`src/ssc_pkg.sv`:
```
// Shared types, codes and helpers for the substring search block.
// No dependencies; used by ssc_cell and substring_search_case_fold.
package ssc_pkg;

    localparam int CHAR_W     = 8;
    localparam int IDX_W      = 6;
    localparam int POS_W      = 16;
    localparam int PLEN_CFG_W = 7;
    localparam int CFG_IDX_W  = 2;
    localparam int CFG_DATA_W = 16;

    // transaction kind carried on s_tuser
    localparam logic CMD_PATTERN = 1'b0;
    localparam logic CMD_TEXT    = 1'b1;

    // configuration register indexes
    localparam logic [CFG_IDX_W-1:0] REG_CASE_SENSITIVE = 2'd0;
    localparam logic [CFG_IDX_W-1:0] REG_PATTERN_LENGTH = 2'd1;
    localparam logic [CFG_IDX_W-1:0] REG_START_POSITION = 2'd2;

    localparam logic [CHAR_W-1:0] ASCII_UPPER_A = 8'h41;
    localparam logic [CHAR_W-1:0] ASCII_UPPER_Z = 8'h5A;
    localparam logic [CHAR_W-1:0] ASCII_CASE_OFS = 8'h20;

    // broadcast to every cell of the compare row
    typedef struct packed {
        logic              shift;
        logic              fold_en;
        logic [CHAR_W-1:0] char_value;
        logic              pat_we;
        logic [IDX_W-1:0]  pat_idx;
    } cell_ctrl_t;

    function automatic logic [CHAR_W-1:0] fold(input logic [CHAR_W-1:0] c, input logic en);
        if (en && c >= ASCII_UPPER_A && c <= ASCII_UPPER_Z) begin
            return c + ASCII_CASE_OFS;
        end
        return c;
    endfunction

endpackage

```
`src/ssc_cell.sv`:
```
// One cell of the compare row: a pattern byte, a text byte and a compare.
// Depends on ssc_pkg.
module ssc_cell #(
    parameter int INDEX = 0
) (
    input  logic                      aclk,
    input  ssc_pkg::cell_ctrl_t       ctrl,
    input  logic                      insert,
    input  logic [ssc_pkg::CHAR_W-1:0] text_in,
    output logic [ssc_pkg::CHAR_W-1:0] text_out,
    output logic                      eq
);

    logic [ssc_pkg::CHAR_W-1:0] pattern_reg;
    logic [ssc_pkg::CHAR_W-1:0] text_reg;

    always_ff @(posedge aclk) begin
        if (ctrl.pat_we && int'(ctrl.pat_idx) == INDEX) begin
            pattern_reg <= ctrl.char_value;
        end
        // new byte lands at the insert cell, the rest move one toward cell 0
        if (ctrl.shift) begin
            text_reg <= insert ? ctrl.char_value : text_in;
        end
    end

    assign text_out = text_reg;
    assign eq = ssc_pkg::fold(text_reg, ctrl.fold_en) == ssc_pkg::fold(pattern_reg, ctrl.fold_en);

endmodule

```
`src/substring_search_case_fold.sv`:
```
// Top level of the streaming substring search with optional ASCII case folding.
// Depends on ssc_pkg and ssc_cell.
//
// Pattern bytes are written as transactions with s_tuser = 0 (slot in s_tdata[13:8],
// byte in s_tdata[7:0]); text bytes follow with s_tuser = 1, the final one marked by
// s_tlast. The block reports the first start position at or after start_position where
// the pattern occurs, as one result transaction per text. A pattern or text byte can be
// taken while an earlier text byte is still in the compare stage, but after the last-marked
// text byte s_tready drops for one cycle while the result is formed; s_tready also stays low
// while a finished result waits on m_tready. The compare row that does the search is a
// chain of MAX_PATTERN cells, each holding one pattern byte and one text byte, all
// compared in one registered stage after the byte shifts in, then AND-reduced. Text
// bytes enter the chain at cell pattern_length-1, so cell i always holds the text byte
// that lines up with pattern byte i; pattern_length must therefore stay unchanged while
// a text is streaming (case_sensitive, start_position and pattern bytes may change).
// An empty pattern matches at start_position when that is at most the text length. Text past
// MAX_TEXT bytes is neither stored nor searched and raises the overflow flag.
module substring_search_case_fold #(
    parameter int MAX_PATTERN = 64,
    parameter int MAX_TEXT    = 65536
) (
    input  logic        aclk,
    input  logic        aresetn,
    // configuration write port
    input  logic                                 cfg_wr_en,
    input  logic [ssc_pkg::CFG_IDX_W-1:0]        cfg_index,
    input  logic [ssc_pkg::CFG_DATA_W-1:0]       cfg_wdata,
    // input stream
    input  logic        s_tvalid,
    output logic        s_tready,
    input  logic [15:0] s_tdata,   // char_value[7:0], pattern_index[13:8], zero pad
    input  logic        s_tuser,   // cmd
    input  logic        s_tlast,   // last
    // result stream
    output logic        m_tvalid,
    input  logic        m_tready,
    output logic [23:0] m_tdata    // found[0], match_position[16:1], overflow[17], zero pad
);

    localparam int LEN_W = $clog2(MAX_PATTERN + 1);
    localparam int LW    = (LEN_W > ssc_pkg::PLEN_CFG_W) ? LEN_W : ssc_pkg::PLEN_CFG_W;
    localparam int CW    = $clog2(MAX_TEXT + 2);
    localparam int SW0   = (CW > LW) ? CW : LW;
    localparam int SW    = ((SW0 > ssc_pkg::POS_W) ? SW0 : ssc_pkg::POS_W) + 1;

    localparam int PW = ssc_pkg::POS_W;

    // configuration
    logic                              case_sens_reg, case_sens_next;
    logic [ssc_pkg::PLEN_CFG_W-1:0]    plen_reg, plen_next;
    logic [PW-1:0]                     start_reg, start_next;

    // search state
    logic [CW-1:0] count_reg, count_next;
    logic          match_seen_reg, match_seen_next;
    logic [PW-1:0] first_match_reg, first_match_next;

    // compare stage: one entry for the text byte accepted last cycle
    logic          chk_pend_reg, chk_pend_next;
    logic          chk_last_reg, chk_last_next;
    logic          chk_store_reg, chk_store_next;
    logic [CW-1:0] chk_pos_reg, chk_pos_next;

    // result register
    logic          out_valid_reg, out_valid_next;
    logic          out_found_reg, out_found_next;
    logic [PW-1:0] out_pos_reg, out_pos_next;
    logic          out_ovf_reg, out_ovf_next;

    logic s_accept, text_acc, pat_acc, room, fin, ovf, hit, match_now;
    logic [LW-1:0] len;
    logic [SW-1:0] end_p1, len_x, start_cand, searched;

    ssc_pkg::cell_ctrl_t cell_ctrl;
    logic [MAX_PATTERN-1:0] insert_vec, use_vec, eq_vec;
    logic [ssc_pkg::CHAR_W-1:0] text_chain [0:MAX_PATTERN];

    // a last byte in the compare stage blocks input for one cycle
    assign fin      = chk_pend_reg && chk_last_reg;
    assign s_tready = !fin && (!out_valid_reg || m_tready);
    assign s_accept = s_tvalid && s_tready;
    assign text_acc = s_accept && (s_tuser == ssc_pkg::CMD_TEXT);
    assign pat_acc  = s_accept && (s_tuser == ssc_pkg::CMD_PATTERN);
    assign room     = count_reg < CW'(MAX_TEXT);

    // pattern length saturates at the row length
    assign len = (LW'(plen_reg) > LW'(MAX_PATTERN)) ? LW'(MAX_PATTERN) : LW'(plen_reg);

    assign cell_ctrl.shift      = text_acc && room;
    assign cell_ctrl.fold_en    = !case_sens_reg;
    assign cell_ctrl.char_value = s_tdata[7:0];
    assign cell_ctrl.pat_we     = pat_acc;
    assign cell_ctrl.pat_idx    = s_tdata[13:8];

    assign text_chain[MAX_PATTERN] = s_tdata[7:0];

    for (genvar i = 0; i < MAX_PATTERN; i++) begin : g_cell
        assign insert_vec[i] = (len == LW'(i + 1));
        assign use_vec[i]    = (LW'(i) < len);
        ssc_cell #(
            .INDEX(i)
        ) u_cell (
            .aclk    (aclk),
            .ctrl    (cell_ctrl),
            .insert  (insert_vec[i]),
            .text_in (text_chain[i + 1]),
            .text_out(text_chain[i]),
            .eq      (eq_vec[i])
        );
    end

    // cells past the pattern length do not take part
    assign hit = &(eq_vec | ~use_vec);

    // candidate start for a match ending at the byte in the compare stage
    assign end_p1     = SW'(chk_pos_reg) + SW'(1);
    assign len_x      = SW'(len);
    assign start_cand = end_p1 - len_x;
    assign match_now  = chk_pend_reg && chk_store_reg && !match_seen_reg && (len != '0)
                        && (end_p1 >= len_x) && (start_cand >= SW'(start_reg)) && hit;

    assign ovf      = count_reg > CW'(MAX_TEXT);
    assign searched = ovf ? SW'(MAX_TEXT) : SW'(count_reg);

    always_comb begin
        case_sens_next   = case_sens_reg;
        plen_next        = plen_reg;
        start_next       = start_reg;
        count_next       = count_reg;
        match_seen_next  = match_seen_reg;
        first_match_next = first_match_reg;
        chk_pend_next    = text_acc;
        chk_last_next    = s_tlast;
        chk_store_next   = chk_store_reg;
        chk_pos_next     = chk_pos_reg;
        out_valid_next   = out_valid_reg && !m_tready;
        out_found_next   = out_found_reg;
        out_pos_next     = out_pos_reg;
        out_ovf_next     = out_ovf_reg;

        if (cfg_wr_en) begin
            unique case (cfg_index)
                ssc_pkg::REG_CASE_SENSITIVE: case_sens_next = cfg_wdata[0];
                ssc_pkg::REG_PATTERN_LENGTH: plen_next = cfg_wdata[ssc_pkg::PLEN_CFG_W-1:0];
                ssc_pkg::REG_START_POSITION: start_next = cfg_wdata[PW-1:0];
                default: ;
            endcase
        end

        if (text_acc) begin
            chk_pos_next   = count_reg;
            chk_store_next = room;
            if (room) begin
                count_next = count_reg + CW'(1);
            end else begin
                count_next = CW'(MAX_TEXT + 1);
            end
        end

        if (match_now) begin
            match_seen_next  = 1'b1;
            first_match_next = start_cand[PW-1:0];
        end

        // last byte: form the result and clear the search for the next text
        if (fin) begin
            out_valid_next = 1'b1;
            out_ovf_next   = ovf;
            if (len == '0) begin
                out_found_next = SW'(start_reg) <= searched;
                out_pos_next   = (SW'(start_reg) <= searched) ? start_reg : '0;
            end else begin
                out_found_next = match_seen_reg || match_now;
                priority if (match_seen_reg) begin
                    out_pos_next = first_match_reg;
                end else if (match_now) begin
                    out_pos_next = start_cand[PW-1:0];
                end else begin
                    out_pos_next = '0;
                end
            end
            count_next       = '0;
            match_seen_next  = 1'b0;
            first_match_next = '0;
        end
    end

    always_ff @(posedge aclk) begin
        if (!aresetn) begin
            case_sens_reg   <= 1'b1;
            plen_reg        <= '0;
            start_reg       <= '0;
            count_reg       <= '0;
            match_seen_reg  <= 1'b0;
            first_match_reg <= '0;
            chk_pend_reg    <= 1'b0;
            chk_last_reg    <= 1'b0;
            chk_store_reg   <= 1'b0;
            out_valid_reg   <= 1'b0;
        end else begin
            case_sens_reg   <= case_sens_next;
            plen_reg        <= plen_next;
            start_reg       <= start_next;
            count_reg       <= count_next;
            match_seen_reg  <= match_seen_next;
            first_match_reg <= first_match_next;
            chk_pend_reg    <= chk_pend_next;
            chk_last_reg    <= chk_last_next;
            chk_store_reg   <= chk_store_next;
            out_valid_reg   <= out_valid_next;
        end
        chk_pos_reg   <= chk_pos_next;
        out_found_reg <= out_found_next;
        out_pos_reg   <= out_pos_next;
        out_ovf_reg   <= out_ovf_next;
    end

    assign m_tvalid = out_valid_reg;
    assign m_tdata  = {6'b0, out_ovf_reg, out_pos_reg, out_found_reg};

endmodule

```
`config.mk`:
```
export PLATFORM = sky130hd
export DESIGN_NAME = substring_search_case_fold
export DESIGN_NICKNAME = d
export VERILOG_FILES = /design/src/ssc_pkg.sv /design/src/ssc_cell.sv /design/src/substring_search_case_fold.sv
export SDC_FILE = /design/constraint.sdc
export NUM_CORES = 2
export LEC_CHECK = 0
export ABC_AREA = 1
export BUFFER_PORTS_ARGS = -buffer_cell sky130_fd_sc_hd__buf_2
export CORE_MARGIN = 2
export CORE_UTILIZATION = 40
export DETAILED_ROUTE_END_ITERATION = 16
export PLACE_DENSITY_LB_ADDON = 0.2
export SETUP_SLACK_MARGIN = 0.05
export SYNTH_ARGS = -nofsm -noshare
export SYNTH_HDL_FRONTEND = slang
export SYNTH_HIERARCHICAL = 1
export SYNTH_SLANG_ARGS = --single-unit
```
`constraint.sdc`:
```
create_clock -name aclk -period 39.9 [get_ports aclk]
set_input_delay 7.98 -clock aclk [delete_from_list [all_inputs] [get_ports aclk]]
set_output_delay 7.98 -clock aclk [all_outputs]
set_load 0.02 [all_outputs]
```
==> flow_metrics.py <==
metrics = {
    "outcome": {
        "status": "complete, no violations",
    },
    "synthesis": {
        "yosysTopAreaCell": "edfxtp_1",
        "ys_ff_latch": 1121,
        "synth-main-ff-cell": "edfxtp_1",
        "yosysWarnings": 6,
        "yosysMostFrequentCell": "nand2_1",
        "synth_edf_count": 1059,
        "synth_commonest_cells": "nand2_1, edfxtp_1, inv_1, nor2_1, mux2_2",
        "synth_cell_type_count": 51,
        "synth_top_area_share": 0.453,
        "syn_area_um2": 70300,
        "syn_inst": 7909,
        "synthArstFlopShare": 0,
        "yosysSeqAreaShare": 0.470,
        "avgSynthCellArea_um2": 8.88,
        "synthTopCellsByArea": "edfxtp_1, nand2_1, mux2_2",
    },
    "global_routing": {
        "grt_pass1_wl_um": 293000,
        "grt_util_met1": 0.283,
        "grtUsageMet2": 0.347,
        "grt_overflow": 0,
        "grtUsageMet3": 0.0289,
        "grt_max_degree": 175,
        "grt.total_usage": 0.208,
        "grt_antenna_before_repair": 1,
        "grt_busiest_layer": "met2",
        "first_global_vias": 51466,
    },
    "final_layout": {
        "post-route-util": 0.448,
        "area_growth_pct": 11.0,
        "final_nets": 8300,
        "antenna_cells": 0,
        "fin_area_um2": 78000,
        "fin_cells": 10522,
        "drive_above_1_share": 0.197,
    },
    "timing": {
        "post-route-period-util": 0.415,
        "skew_ns": 0.0330,
        "setup_viol": 0,
        "report.final.slew_viol_count": 0,
        "rsz0062_at_grt": "false",
        "slew_headroom": 0.221,
        "hold_viol_final": 0,
        "fmax_ghz": 0.0604,
        "worst_slew_pin_slew_ns": 1.16,
        "period_needed_ns": 16.57,
        "setup_tns_ns": 0,
    },
    "floorplan": {
        "die_w_um": 423,
        "ioPinCount": 67,
        "die_h_um": 423,
        "core_area_um2": 174000,
        "core.rowCount": 153,
        "start_util": 0.403,
        "dieArea_um2": 179000,
    },
    "critical_path": {
        "critPathArrivalTime_ns": 8.59,
        "critPathMaxFanout": 4,
        "worstSetupStartpointType": "input port",
        "cpMaxStageDelayCell": "a21oi_1",
        "cp-end-kind": "primary output",
        "crit_path_cell_trace": "buf_2 > inv_1 > a21oi_1 > buf_2",
        "cp.required_ns": 31.92,
        "path_common_cell": "buf_2",
        "critical_path_class": "input port to primary output",
        "cpPeakStageDelay_ns": 0.27,
    },
    "place": {
        "placed_area_um2": 73700,
        "dpl.hpwl_um": 125000,
        "io_buffer_count": 58,
        "dp_cells": 10277,
        "gp_congestion": 0.878,
    },
    "route": {
        "vias": 53483,
        "drt_iter0_markers": 3870,
        "wl_um": 189000,
        "routedWlPerCell_um": 17.9,
        "drc": 0,
        "via_per_inst": 5.08,
        "first_pass_iters": 5,
        "ant_nets": 0,
    },
    "pwr": {
        "p_leak_uw": 0.0316,
        "power_density_nw_per_um2": 35.2,
        "ir_drop_mv": 0.0404,
        "p_total_uw": 2750,
        "clockPowerShare": 0.431,
        "p_comb_frac": 0.077,
        "swShare": 0.245,
        "p_sw_uw": 674,
        "p_seq_frac": 0.491,
        "internal_power_uw": 2070,
    },
    "run": {
        "cap_violations": 0,
    },
    "clock_network": {
        "cts_buffers": 134,
        "cts_hold_buf": 0,
        "cts_setup_buffers": 0,
        "cts.sinks": 1121,
        "path_clk_slew_ns": 0.06,
        "htreeDepth": 4,
        "clockRootBuffer": "clkbuf_16",
        "insertion_delay_ns": 0.76,
        "cts-resized-gates": 0,
        "cts_tree": "yes",
        "cts-root-to-sink-buffers": 3,
    },
    "hold_path": {
        "hold_class": "flop to flop",
    },
}
## through the flow
step / hold WS, ns / setup WS (ns)
5_1_grt: 0.483 / 23.25
6_report: 0.458 / 23.33
3_3_place_gp: 0.448 / 23.36
2_1_floorplan: 0.430 / 15.65
3_5_place_dp: 0.454 / 23.33
4_1_cts: 0.463 / 23.33
## power groups by stage
stage | Combinational, µW | Sequential (µW) | Clock (µW)
2_1_floorplan | 129 | 1380 | 0
3_3_place_gp | 207 | 1370 | 0
3_5_place_dp | 211 | 1370 | 0
4_1_cts | 212 | 1350 | 1210
5_1_grt | 235 | 1350 | 1260
6_report | 212 | 1350 | 1190
## layout make-up
class	count	area [µm²]
fill	16582	96200
clock buffer	168	3620
clock inverter	77	624
inverter	1129	4250
multi-input combinational	5561	32600
tap	2325	2910
sequential	1121	33000
timing repair buffer	141	991
## cell families (layout without fill, tap and decap cells)
| logic type | count (synthesis) | in the layout | share of synthesized area |
|---|---|---|---|
| AND/OR/NAND/NOR | 4377 | 4377 | 0.297 |
| buffers and inverters | 1232 | 1515 | 0.0683 |
| flip-flops | 1121 | 1121 | 0.470 |
| multiplexers | 512 | 512 | 0.0820 |
| XOR/XNOR | 276 | 276 | 0.0344 |
| AO/OA/AOI/OAI | 219 | 219 | 0.0170 |
| adder cells (fa/ha/maj) | 171 | 171 | 0.0306 |
| other | 1 | 6 | 0.0000534 |
## placed cells by master, fill, tap and decap left out, types with 142 or more instances in the layout
cell and n:
inv_1 927, mux2_2 512, xor2_1 142, edfxtp_1 1059, nand3_1 392, nand4_1 364
nand2_2 197, nor2_1 660, ha_1 170, nand2_1 2153
## per-layer routing
| layer | share of wire | vias up |
|---|---|---|
| li1 | - | 26632 |
| met1 | 0.46 | 25395 |
| met2 | 0.47 | 1188 |
| met3 | 0.052 | 268 |
| met4 | 0.024 | 0 |
| met5 | 0 | - |
## path summary, 6_finish.rpt
path                           start            endpoint  slack (ns)  cells past startpoint
setup reg to reg         plen_reg[4]       out_found_reg       34.54                     26
hold / removal    first_match_reg[8]  first_match_reg[8]        0.46                      2
hold reg to reg   first_match_reg[8]  first_match_reg[8]        0.46                      2
setup / recovery            m_tready            s_tready       23.33                      4
## worst max-delay path, delay by kind of cell
family,cells,cell delay (ns)
buffers and inverters,3,0.33
AOI/OAI and AO/OA,1,0.27
Power figures use the tool's default switching activity.
